**src/hdl/rlj_pkg.sv**
```systemverilog
// ----------------------------------------------------------------------------
// rlj_pkg
// Types and constants shared by the redo log journal controller.
// ----------------------------------------------------------------------------
package rlj_pkg;

  localparam int unsigned BlkW    = 24;
  localparam int unsigned RegionW = 11;
  localparam int unsigned CountW  = 5;
  localparam int unsigned IndexW  = 4;
  localparam int unsigned CmdW    = 2;
  localparam int unsigned OpW     = 3;
  localparam int unsigned StatusW = 2;
  localparam int unsigned CfgIdxW = 1;

  localparam logic [CfgIdxW-1:0] REG_LOG_BASE   = 1'b0;
  localparam logic [CfgIdxW-1:0] REG_LOG_REGION = 1'b1;

  localparam logic [BlkW-1:0]    LOG_BASE_RST   = 24'd0;
  localparam logic [RegionW-1:0] LOG_REGION_RST = 11'd17;

  typedef enum logic [CmdW-1:0] {
    CMD_BEGIN  = 2'd0,
    CMD_WRITE  = 2'd1,
    CMD_COMMIT = 2'd2
  } cmd_e;

  typedef enum logic [OpW-1:0] {
    OP_ACK     = 3'd0,
    OP_COPY    = 3'd1,
    OP_HEADER  = 3'd2,
    OP_ENTRY   = 3'd3,
    OP_INSTALL = 3'd4
  } op_e;

  typedef enum logic [StatusW-1:0] {
    ST_OK     = 2'd0,
    ST_BUSY   = 2'd1,
    ST_FULL   = 2'd2,
    ST_NO_TXN = 2'd3
  } status_e;

  typedef enum logic [3:0] {
    S_IDLE,
    S_ACK,
    S_SEARCH,
    S_COPY,
    S_HEADER,
    S_ENTRY,
    S_SKIP,
    S_INSTALL,
    S_CLEAR
  } state_e;

  // search token walking down the cell row
  typedef struct packed {
    logic              valid;
    logic              hit;
    logic [CountW-1:0] idx;
  } tok_t;

  // per-cycle command to all cells
  typedef struct packed {
    logic              wr;
    logic              rot;
    logic [CountW-1:0] idx;
    logic [BlkW-1:0]   data;
  } cell_ctl_t;

endpackage

```
**src/hdl/rlj_if.sv**
```systemverilog
// ----------------------------------------------------------------------------
// rlj_cmd_if / rlj_res_if
// Valid/ready channels for commands and result beats.
// ----------------------------------------------------------------------------
interface rlj_cmd_if;
  logic                      valid;
  logic                      ready;
  logic [rlj_pkg::CmdW-1:0]  cmd;
  logic [rlj_pkg::BlkW-1:0]  block_number;

  modport source (output valid, cmd, block_number, input ready);
  modport sink   (input valid, cmd, block_number, output ready);
endinterface

interface rlj_res_if;
  logic                        valid;
  logic                        ready;
  logic [rlj_pkg::OpW-1:0]     op;
  logic [rlj_pkg::BlkW-1:0]    src_block;
  logic [rlj_pkg::BlkW-1:0]    dst_block;
  logic [rlj_pkg::CountW-1:0]  entry_count;
  logic [rlj_pkg::IndexW-1:0]  entry_index;
  logic [rlj_pkg::StatusW-1:0] status;
  logic                        last;

  modport source (output valid, op, src_block, dst_block, entry_count, entry_index,
                  status, last, input ready);
  modport sink   (input valid, op, src_block, dst_block, entry_count, entry_index,
                  status, last, output ready);
endinterface

```
**src/hdl/redo_log_journal_controller.sv**
```systemverilog
// ----------------------------------------------------------------------------
// redo_log_journal_controller
// Single-transaction redo log controller with block absorption.
// ----------------------------------------------------------------------------
// One command is handled at a time. Begin, rejected writes and empty commits
// give one beat, which is loaded into the output register from the ACK state;
// the next command can be taken after that. In a logged write the search
// token walks the row of LOG_DEPTH slot cells one cell per cycle before the
// copy beat is issued. A commit of n entries gives 2n + 2 beats, one per
// cycle while the output is not stalled; between the header and entry beats
// and the installs the slot ring turns back to its start. The next command is
// taken once the last beat of the current one sits in the output register.
module redo_log_journal_controller #(
  parameter int unsigned LOG_DEPTH = 16
) (
  input  logic                        clk_i,
  input  logic                        rst_ni,
  input  logic                        cfg_we_i,
  input  logic [rlj_pkg::CfgIdxW-1:0] cfg_idx_i,
  input  logic [rlj_pkg::BlkW-1:0]    cfg_wdata_i,
  rlj_cmd_if.sink                     cmd_i,
  rlj_res_if.source                   res_o
);

  logic [rlj_pkg::BlkW-1:0]   blk_w [LOG_DEPTH];
  rlj_pkg::tok_t              tok_w [LOG_DEPTH+1];
  rlj_pkg::cell_ctl_t         ctl_w;
  logic [rlj_pkg::BlkW-1:0]   key_w;
  logic [rlj_pkg::CountW-1:0] total_w;

  rlj_ctrl #(
    .LogDepth (LOG_DEPTH)
  ) u_ctrl (
    .clk_i       (clk_i),
    .rst_ni      (rst_ni),
    .cfg_we_i    (cfg_we_i),
    .cfg_idx_i   (cfg_idx_i),
    .cfg_wdata_i (cfg_wdata_i),
    .cmd_i       (cmd_i),
    .res_o       (res_o),
    .head_blk_i  (blk_w[0]),
    .tok_i       (tok_w[LOG_DEPTH]),
    .tok_o       (tok_w[0]),
    .key_o       (key_w),
    .total_o     (total_w),
    .ctl_o       (ctl_w)
  );

  for (genvar g = 0; g < LOG_DEPTH; g++) begin : g_cell
    rlj_cell #(
      .Idx (g)
    ) u_cell (
      .clk_i     (clk_i),
      .rst_ni    (rst_ni),
      .ctl_i     (ctl_w),
      .total_i   (total_w),
      .key_i     (key_w),
      .nxt_blk_i (blk_w[(g + 1) % LOG_DEPTH]),
      .tok_i     (tok_w[g]),
      .blk_o     (blk_w[g]),
      .tok_o     (tok_w[g+1])
    );
  end

endmodule

```
**src/hdl/rlj_cell.sv**
```systemverilog
// ----------------------------------------------------------------------------
// rlj_cell
// One log slot: holds a home block, shifts in the ring, passes the search
// token on to the next slot.
// ----------------------------------------------------------------------------
module rlj_cell #(
  parameter int unsigned Idx = 0
) (
  input  logic                       clk_i,
  input  logic                       rst_ni,
  input  rlj_pkg::cell_ctl_t         ctl_i,
  input  logic [rlj_pkg::CountW-1:0] total_i,
  input  logic [rlj_pkg::BlkW-1:0]   key_i,
  input  logic [rlj_pkg::BlkW-1:0]   nxt_blk_i,
  input  rlj_pkg::tok_t              tok_i,
  output logic [rlj_pkg::BlkW-1:0]   blk_o,
  output rlj_pkg::tok_t              tok_o
);

  localparam logic [rlj_pkg::CountW-1:0] MyIdx = rlj_pkg::CountW'(Idx);

  logic [rlj_pkg::BlkW-1:0] blk_q;
  rlj_pkg::tok_t            tok_q, tok_d;

  always_ff @(posedge clk_i) begin
    if (ctl_i.wr && (ctl_i.idx == MyIdx)) begin
      blk_q <= ctl_i.data;
    end else if (ctl_i.rot) begin
      blk_q <= nxt_blk_i;
    end
  end

  always_comb begin
    tok_d = tok_i;
    if (tok_i.valid && !tok_i.hit && (MyIdx < total_i) && (blk_q == key_i)) begin
      tok_d.hit = 1'b1;
      tok_d.idx = MyIdx;
    end
  end

  always_ff @(posedge clk_i or negedge rst_ni) begin
    if (!rst_ni) begin
      tok_q <= '0;
    end else begin
      tok_q <= tok_d;
    end
  end

  assign blk_o = blk_q;
  assign tok_o = tok_q;

endmodule

```
**src/hdl/rlj_ctrl.sv**
```systemverilog
// ----------------------------------------------------------------------------
// rlj_ctrl
// Command sequencer: transaction state, capacity checks, commit sequence,
// configuration registers and the result output register.
// ----------------------------------------------------------------------------
module rlj_ctrl #(
  parameter int unsigned LogDepth = 16
) (
  input  logic                        clk_i,
  input  logic                        rst_ni,
  input  logic                        cfg_we_i,
  input  logic [rlj_pkg::CfgIdxW-1:0] cfg_idx_i,
  input  logic [rlj_pkg::BlkW-1:0]    cfg_wdata_i,
  rlj_cmd_if.sink                     cmd_i,
  rlj_res_if.source                   res_o,
  input  logic [rlj_pkg::BlkW-1:0]    head_blk_i,
  input  rlj_pkg::tok_t               tok_i,
  output rlj_pkg::tok_t               tok_o,
  output logic [rlj_pkg::BlkW-1:0]    key_o,
  output logic [rlj_pkg::CountW-1:0]  total_o,
  output rlj_pkg::cell_ctl_t          ctl_o
);

  localparam int unsigned CW = $clog2(LogDepth + 1);
  localparam logic [CW-1:0] Depth   = CW'(LogDepth);
  localparam logic [CW-1:0] DepthM1 = CW'(LogDepth - 1);

  rlj_pkg::state_e state_q, state_d;

  logic                         txn_q, txn_d;
  logic [CW-1:0]                total_q, total_d;
  logic [CW-1:0]                cnt_q, cnt_d;
  logic [rlj_pkg::BlkW-1:0]     key_q, key_d;
  logic [rlj_pkg::StatusW-1:0]  status_q, status_d;
  logic                         hit_q, hit_d;
  logic [CW-1:0]                hidx_q, hidx_d;
  logic                         launch_q, launch_d;
  logic [rlj_pkg::BlkW-1:0]     base_q;
  logic [rlj_pkg::RegionW-1:0]  region_q;

  logic                         ov_q, ov_d;
  logic                         load;
  logic [rlj_pkg::OpW-1:0]      op_q, op_d;
  logic [rlj_pkg::BlkW-1:0]     src_q, src_d;
  logic [rlj_pkg::BlkW-1:0]     dst_q, dst_d;
  logic [rlj_pkg::CountW-1:0]   ecnt_q, ecnt_d;
  logic [rlj_pkg::IndexW-1:0]   eidx_q, eidx_d;
  logic [rlj_pkg::StatusW-1:0]  st_q, st_d;
  logic                         last_q, last_d;

  logic                         emit;
  logic                         full;
  logic [CW-1:0]                sel_idx;
  logic [rlj_pkg::BlkW-1:0]     slot_blk;
  logic [rlj_pkg::BlkW-1:0]     inst_blk;

  assign emit     = !ov_q || res_o.ready;
  assign full     = (total_q >= Depth) ||
                    ((rlj_pkg::RegionW'(total_q) + rlj_pkg::RegionW'(1)) >= region_q);
  assign sel_idx  = hit_q ? hidx_q : total_q;
  assign slot_blk = base_q + rlj_pkg::BlkW'(sel_idx) + rlj_pkg::BlkW'(1);
  assign inst_blk = base_q + rlj_pkg::BlkW'(cnt_q) + rlj_pkg::BlkW'(1);

  assign cmd_i.ready = (state_q == rlj_pkg::S_IDLE);
  assign tok_o       = '{valid: launch_q, hit: 1'b0, idx: '0};
  assign key_o       = key_q;
  assign total_o     = rlj_pkg::CountW'(total_q);

  always_comb begin
    state_d  = state_q;
    txn_d    = txn_q;
    total_d  = total_q;
    cnt_d    = cnt_q;
    key_d    = key_q;
    status_d = status_q;
    hit_d    = hit_q;
    hidx_d   = hidx_q;
    launch_d = 1'b0;
    load     = 1'b0;
    op_d     = rlj_pkg::OP_ACK;
    src_d    = '0;
    dst_d    = '0;
    ecnt_d   = '0;
    eidx_d   = '0;
    st_d     = rlj_pkg::ST_OK;
    last_d   = 1'b0;
    ctl_o    = '0;

    unique case (state_q)
      rlj_pkg::S_IDLE: begin
        if (cmd_i.valid) begin
          key_d    = cmd_i.block_number;
          status_d = rlj_pkg::ST_OK;
          state_d  = rlj_pkg::S_ACK;
          case (cmd_i.cmd)
            rlj_pkg::CMD_BEGIN: begin
              if (txn_q) begin
                status_d = rlj_pkg::ST_BUSY;
              end
              txn_d = 1'b1;
            end
            rlj_pkg::CMD_WRITE: begin
              if (full) begin
                status_d = rlj_pkg::ST_FULL;
              end else if (!txn_q) begin
                status_d = rlj_pkg::ST_NO_TXN;
              end else begin
                launch_d = 1'b1;
                state_d  = rlj_pkg::S_SEARCH;
              end
            end
            rlj_pkg::CMD_COMMIT: begin
              if (total_q == '0) begin
                txn_d = 1'b0;
              end else begin
                state_d = rlj_pkg::S_HEADER;
              end
            end
            default: ;
          endcase
        end
      end
      rlj_pkg::S_ACK: begin
        if (emit) begin
          load    = 1'b1;
          st_d    = status_q;
          last_d  = 1'b1;
          state_d = rlj_pkg::S_IDLE;
        end
      end
      rlj_pkg::S_SEARCH: begin
        if (tok_i.valid) begin
          hit_d   = tok_i.hit;
          hidx_d  = CW'(tok_i.idx);
          state_d = rlj_pkg::S_COPY;
        end
      end
      rlj_pkg::S_COPY: begin
        if (emit) begin
          ctl_o.wr   = 1'b1;
          ctl_o.idx  = rlj_pkg::CountW'(sel_idx);
          ctl_o.data = key_q;
          load       = 1'b1;
          op_d       = rlj_pkg::OP_COPY;
          src_d      = key_q;
          dst_d      = slot_blk;
          eidx_d     = rlj_pkg::IndexW'(sel_idx);
          last_d     = 1'b1;
          if (!hit_q) begin
            total_d = total_q + CW'(1);
          end
          state_d = rlj_pkg::S_IDLE;
        end
      end
      rlj_pkg::S_HEADER: begin
        if (emit) begin
          load    = 1'b1;
          op_d    = rlj_pkg::OP_HEADER;
          dst_d   = base_q;
          ecnt_d  = rlj_pkg::CountW'(total_q);
          cnt_d   = '0;
          state_d = rlj_pkg::S_ENTRY;
        end
      end
      rlj_pkg::S_ENTRY: begin
        if (emit) begin
          load      = 1'b1;
          op_d      = rlj_pkg::OP_ENTRY;
          src_d     = head_blk_i;
          dst_d     = base_q;
          eidx_d    = rlj_pkg::IndexW'(cnt_q);
          ctl_o.rot = 1'b1;
          cnt_d     = cnt_q + CW'(1);
          if (cnt_q == total_q - CW'(1)) begin
            if (total_q == Depth) begin
              cnt_d   = '0;
              state_d = rlj_pkg::S_INSTALL;
            end else begin
              state_d = rlj_pkg::S_SKIP;
            end
          end
        end
      end
      rlj_pkg::S_SKIP: begin
        // finish the ring turn so slot 0 is back at the head
        ctl_o.rot = 1'b1;
        if (cnt_q == DepthM1) begin
          cnt_d   = '0;
          state_d = rlj_pkg::S_INSTALL;
        end else begin
          cnt_d = cnt_q + CW'(1);
        end
      end
      rlj_pkg::S_INSTALL: begin
        if (emit) begin
          load      = 1'b1;
          op_d      = rlj_pkg::OP_INSTALL;
          src_d     = inst_blk;
          dst_d     = head_blk_i;
          eidx_d    = rlj_pkg::IndexW'(cnt_q);
          ctl_o.rot = 1'b1;
          cnt_d     = cnt_q + CW'(1);
          if (cnt_q == total_q - CW'(1)) begin
            state_d = rlj_pkg::S_CLEAR;
          end
        end
      end
      rlj_pkg::S_CLEAR: begin
        if (emit) begin
          load    = 1'b1;
          op_d    = rlj_pkg::OP_HEADER;
          dst_d   = base_q;
          last_d  = 1'b1;
          total_d = '0;
          txn_d   = 1'b0;
          state_d = rlj_pkg::S_IDLE;
        end
      end
      default: state_d = rlj_pkg::S_IDLE;
    endcase

    if (load) begin
      ov_d = 1'b1;
    end else if (res_o.ready) begin
      ov_d = 1'b0;
    end else begin
      ov_d = ov_q;
    end
  end

  always_ff @(posedge clk_i or negedge rst_ni) begin
    if (!rst_ni) begin
      state_q  <= rlj_pkg::S_IDLE;
      txn_q    <= 1'b0;
      total_q  <= '0;
      cnt_q    <= '0;
      launch_q <= 1'b0;
      ov_q     <= 1'b0;
      base_q   <= rlj_pkg::LOG_BASE_RST;
      region_q <= rlj_pkg::LOG_REGION_RST;
    end else begin
      state_q  <= state_d;
      txn_q    <= txn_d;
      total_q  <= total_d;
      cnt_q    <= cnt_d;
      launch_q <= launch_d;
      ov_q     <= ov_d;
      if (cfg_we_i) begin
        unique case (cfg_idx_i)
          rlj_pkg::REG_LOG_BASE:   base_q   <= cfg_wdata_i;
          rlj_pkg::REG_LOG_REGION: region_q <= cfg_wdata_i[rlj_pkg::RegionW-1:0];
          default: ;
        endcase
      end
    end
  end

  always_ff @(posedge clk_i) begin
    key_q    <= key_d;
    status_q <= status_d;
    hit_q    <= hit_d;
    hidx_q   <= hidx_d;
    if (load) begin
      op_q   <= op_d;
      src_q  <= src_d;
      dst_q  <= dst_d;
      ecnt_q <= ecnt_d;
      eidx_q <= eidx_d;
      st_q   <= st_d;
      last_q <= last_d;
    end
  end

  assign res_o.valid       = ov_q;
  assign res_o.op          = op_q;
  assign res_o.src_block   = src_q;
  assign res_o.dst_block   = dst_q;
  assign res_o.entry_count = ecnt_q;
  assign res_o.entry_index = eidx_q;
  assign res_o.status      = st_q;
  assign res_o.last        = last_q;

endmodule

```
**src/flat_wrapper.sv**
```systemverilog
// flat-port wrapper written by rule: the top's interface ports become plain ports
module redo_log_journal_controller_flat 
#(
  parameter int unsigned LOG_DEPTH = 16
)
  (clk_i, rst_ni, cfg_we_i, cfg_idx_i, cfg_wdata_i, cmd_i_valid, cmd_i_cmd, cmd_i_block_number, cmd_i_ready, res_o_valid, res_o_op, res_o_src_block, res_o_dst_block, res_o_entry_count, res_o_entry_index, res_o_status, res_o_last, res_o_ready);
  rlj_cmd_if cmd_i_i ();
  rlj_res_if res_o_i ();
  input  logic clk_i;
  input  logic rst_ni;
  input  logic cfg_we_i;
  input  logic [rlj_pkg::CfgIdxW-1:0] cfg_idx_i;
  input  logic [rlj_pkg::BlkW-1:0] cfg_wdata_i;
  input wire logic [$bits(cmd_i_i.valid)-1:0] cmd_i_valid;
  input wire logic [$bits(cmd_i_i.cmd)-1:0] cmd_i_cmd;
  input wire logic [$bits(cmd_i_i.block_number)-1:0] cmd_i_block_number;
  output wire logic [$bits(cmd_i_i.ready)-1:0] cmd_i_ready;
  output wire logic [$bits(res_o_i.valid)-1:0] res_o_valid;
  output wire logic [$bits(res_o_i.op)-1:0] res_o_op;
  output wire logic [$bits(res_o_i.src_block)-1:0] res_o_src_block;
  output wire logic [$bits(res_o_i.dst_block)-1:0] res_o_dst_block;
  output wire logic [$bits(res_o_i.entry_count)-1:0] res_o_entry_count;
  output wire logic [$bits(res_o_i.entry_index)-1:0] res_o_entry_index;
  output wire logic [$bits(res_o_i.status)-1:0] res_o_status;
  output wire logic [$bits(res_o_i.last)-1:0] res_o_last;
  input wire logic [$bits(res_o_i.ready)-1:0] res_o_ready;
  assign cmd_i_i.valid = cmd_i_valid;
  assign cmd_i_i.cmd = cmd_i_cmd;
  assign cmd_i_i.block_number = cmd_i_block_number;
  assign cmd_i_ready = cmd_i_i.ready;
  assign res_o_valid = res_o_i.valid;
  assign res_o_op = res_o_i.op;
  assign res_o_src_block = res_o_i.src_block;
  assign res_o_dst_block = res_o_i.dst_block;
  assign res_o_entry_count = res_o_i.entry_count;
  assign res_o_entry_index = res_o_i.entry_index;
  assign res_o_status = res_o_i.status;
  assign res_o_last = res_o_i.last;
  assign res_o_i.ready = res_o_ready;
  redo_log_journal_controller #(.LOG_DEPTH(LOG_DEPTH)) u_core (.clk_i(clk_i), .rst_ni(rst_ni), .cfg_we_i(cfg_we_i), .cfg_idx_i(cfg_idx_i), .cfg_wdata_i(cfg_wdata_i), .cmd_i(cmd_i_i), .res_o(res_o_i));
endmodule
```
**config.mk**
```make
export PLATFORM = sky130hd
export DESIGN_NAME = redo_log_journal_controller_flat
export DESIGN_NICKNAME = d
export VERILOG_FILES = /design/src/hdl/rlj_pkg.sv /design/src/hdl/rlj_if.sv /design/src/hdl/redo_log_journal_controller.sv /design/src/hdl/rlj_cell.sv /design/src/hdl/rlj_ctrl.sv /design/src/flat_wrapper.sv
export SDC_FILE = /design/constraint.sdc
export NUM_CORES = 1
export LEC_CHECK = 0
export BUFFER_PORTS_ARGS = -buffer_cell sky130_fd_sc_hd__buf_2
export CORE_MARGIN = 4
export CORE_UTILIZATION = 30
export DETAILED_ROUTE_END_ITERATION = 6
export PLACE_DENSITY = 0.48
export SYNTH_ARGS = -nofsm -noshare
export SYNTH_HDL_FRONTEND = slang
export SYNTH_SLANG_ARGS = --single-unit
export TNS_END_PERCENT = 20
```
**constraint.sdc**
```tcl
create_clock -name clk_i -period 5.95 [get_ports clk_i]
set_clock_uncertainty 0.05 [all_clocks]
set_input_delay 1.19 -clock clk_i [delete_from_list [all_inputs] [get_ports clk_i]]
set_output_delay 1.19 -clock clk_i [all_outputs]
set_load 0.02 [all_outputs]
```
==> impl_metrics.yaml <==
sta:
  worstMarginPinSlew_ns: 1.28
  setup_viol: 0
  fin_hold_ws_ns: 0.331
  fmax_mhz: 200
  fin_setup_tns_ns: 0
  min_period_ns: 5.00
  rsz0062_at_grt: "no"
  hold_viol: 0
  max_slew_margin_pct: 14.5
  finalCritPeriodShare_pct: 84.0
  drv_slew: 0
floorplanning:
  initial_core_util_pct: 30.3
  chipHeight_um: 327
  core_area_um2: 100000
  rows: 116
  ioPinCount: 121
  die_area_um2: 107000
  die_w_um: 327
yosys:
  ys_ff_latch: 611
  syn_area_um2: 30500
  postSynthNetCount: 2846
  synth_compound_area_share_pct: 10.2
  synthCells: 2762
  synth_area_leaders: "edfxtp_1, dfrtp_1, o21ai_0, xnor2_1, nand2_1"
  synthAdderAreaFrac_pct: 1.20
  synth-edff-count: 478
  synth.distinct_cells: 82
  yosysSeqAreaShare_pct: 58.1
  synth_top_family_by_area: "simple AND/OR/NAND/NOR gates"
  synth_top_area_share_pct: 47.1
  async_flop_share_pct: 21.8
  yosys_warnings: 0
  synthXorXnorAreaFrac_pct: 11.8
  yosys.area_share.simple_pct: 14.0
  synth_commonest_cells: "nand2_1, edfxtp_1, o21ai_0"
  synth-main-ff-cell: "edfxtp_1"
  avgSynthCellArea_um2: 11.0
  yosysMostFrequentCell: "nand2_1"
  muxShareOfSynthArea_pct: 1.50
  synth_top_area_cell: "edfxtp_1"
flow_run:
  drv_cap: 0
global_routing:
  overflow: 0
  grt_max_degree: 89
  use_met3_pct: 4.19
  grt_pass1_wl_um: 161000
  globalRouteTotalUtil_pct: 20.4
  use_met2_pct: 31.7
  grt_use_met1_pct: 28.5
  antenna_found_initial: 2
  grt_pass1_vias: 22302
  busiest_layer: "met2"
worst_setup_path:
  crit_path_end_kind: "flop"
  critPathKind: "reg2reg"
  crit_family: "compound AO/OA/AOI/OAI gates"
  crit_chain: "inv_1 > o21ai_2 > clkinv_1 > ha_1 > fa_1 > nor2b_1 > o21ai_0 > a21boi_0 > o21ai_1 > o311ai_0 > nand3_1"
  crit_slowest_cell: "clkinv_1"
  max_stage_delay_ns: 0.68
  required_ns: 6.25
  startpoint_type: "flop"
  critical_path_buf_inv_count: 2
  path_max_fanout: 13
  cp.arrival_ns: 5.30
drt:
  avgRoutedWirePerCell_um: 26.4
  finalWirelength_um: 112000
  firstDrtPassIters: 6
  via_per_inst: 5.34
  drc: 0
  first_iter_violations: 2443
  vias: 22636
  drtAntennaViolNets: 0
cells_and_area:
  multi_input_area_um2: 11800
  fillerInstances: 10117
  seqCellArea_um2: 17700
  layout-drive-gt1-share_pct: 13.4
  num-nets-final: 2912
  stdcell_area_um2: 34700
  area_growth_pct: 14.0
pwr:
  max-vdd-ir-drop_mv: 0.192
  p_sw_uw: 4010
  power.total_uw: 12300
  p_leak_uw: 0.0133
  pwr-share-clk_pct: 34.5
  p_int_uw: 8330
  p_comb_share_pct: 20.1
  cellPowerDensity_nw_per_um2: 355
  power_switching_share_pct: 32.5
  seqPwrFrac_pct: 45.5
clock_network:
  postCtsHoldBufs: 0
  clkTransAtPathRegs_ns: 0.06
  htreeDepth: 3
  cts_root_buf: "clkbuf_16"
  cts_sinks: 611
  cts_tree: "yes"
  cts_buffers: 70
  clockBufferDepth: 3
  clk_latency_ns: 0.64
  cts_resized: 0
  cts_setup_buffers: 0
place:
  dpl.hpwl_um: 76800
  port_buffers: 120
  gp_congestion: 0.881
  place_area_um2: 32500
run_status:
  status: "finished clean"
hold_path:
  hp-class: "reg2reg"
## sequential cells by signal, indices dropped and copies added (netlist names), 5 cells and up
signal                           cells
u_core.g_cell.u_cell.blk_o         384
u_core.g_cell.u_cell.tok_o          81
u_core.u_ctrl.base_q                24
u_core.u_ctrl.key_o                 24
u_core.u_ctrl.res_o.dst_block       24
u_core.u_ctrl.res_o.src_block       24
u_core.u_ctrl.region_q              11
u_core.u_ctrl.cnt_q                  5
u_core.u_ctrl.res_o.entry_count      5
u_core.u_ctrl.total_o                5
## logic make-up (layout without fill, tap and decap cells)
family                     after synthesis  count (layout)
buffers and inverters                  231             352
adders and majority gates               28              28
AOI/OAI and AO/OA                      554             554
muxes                                   41              41
DFF                                    611             611
and+or+nand+nor                        888             888
xor gates and xnor gates               409             409
other                                    0               1
## metal layers
metal	wire length (um)	part of all wire (%)
met5	0	0
met4	3880	3.5
met3	9190	8.2
met2	49700	44
met1	49300	44
## final cells by class
cell class / count / share of cell area, %
Antenna cell: 1 / 0.00721
Clock buffer: 93 / 5.56
Clock inverter: 34 / 0.940
Inverter: 31 / 0.335
Multi-Input combinational cell: 1920 / 34.0
Sequential cell: 611 / 50.9
Tap cell: 1357 / 4.89
Timing Repair Buffer: 194 / 3.35
## worst register-to-register path: cells and delay by family (launching register included)
family / cells / cell delay [ns]
AOI/OAI and AO/OA: 5 / 2.05
and+or+nand+nor: 2 / 0.26
DFF: 1 / 0.59
buffers and inverters: 2 / 0.87
adders and majority gates: 2 / 0.91
## final timing paths
kind / depth (start not counted) / startpoint / to / slack (ns)
worst max-delay path: 11 / u_core.u_ctrl.total_o[0] / u_core.u_ctrl.res_o.dst_block[22] / 0.95
worst max register to register: 11 / u_core.u_ctrl.total_o[0] / u_core.u_ctrl.res_o.dst_block[22] / 0.95
max in group asynchronous: 2 / rst_ni / u_core.g_cell[6].u_cell.tok_o[5] / 4.13
worst min-delay path: 0 / u_core.g_cell[3].u_cell.tok_o[6] / u_core.g_cell[4].u_cell.tok_o[6] / 0.33
worst min register to register: 0 / u_core.g_cell[3].u_cell.tok_o[6] / u_core.g_cell[4].u_cell.tok_o[6] / 0.33
min in group asynchronous: 1 / rst_ni / u_core.g_cell[14].u_cell.tok_o[1] / 0.58
## cells in the final DEF, fill, tap and decap left out, types with 23 or more instances in the layout
| cell | synthesis | final |
|---|---|---|
| xnor2_1 | 226 | 226 |
| nand2_1 | 497 | 497 |
| xor2_1 | 183 | 183 |
| nand4_1 | 77 | 77 |
| nand3_1 | 41 | 41 |
| or2_2 | 34 | 34 |
| buf_4 | 8 | 74 |
| nor3_1 | 24 | 23 |
| ha_1 | 26 | 26 |
| inv_1 | 28 | 28 |
| o21ai_1 | 26 | 26 |
| dfrtp_1 | 131 | 131 |
| buf_2 | 72 | 119 |
| nor4_1 | 57 | 57 |
| clkbuf_16 | 0 | 72 |
| o21ai_0 | 407 | 407 |
| mux2_2 | 33 | 33 |
| edfxtp_1 | 478 | 478 |
| nor2_1 | 28 | 27 |
## metrics by stage
step                      utilization, %  instances  setup slack (ns)
after floorplan                        -       2762              1.48
after detailed placement            32.3       4113              1.06
after CTS                           34.6       4240              1.04
after global placement              32.3       4113              1.05
after global routing                34.6       4240             0.777
final                               34.6       4241             0.951
## power by group through the flow
stage          registers (uW)  logic [uW]  clock network, uW
6_report                 5610        2470               4250
5_1_grt                  5640        2670               4500
4_1_cts                  5610        2490               4330
3_5_place_dp             5700        2480                  0
3_3_place_gp             5700        2440                  0
2_1_floorplan            5750        1440                  0
(Power assumes the default switching activity.)
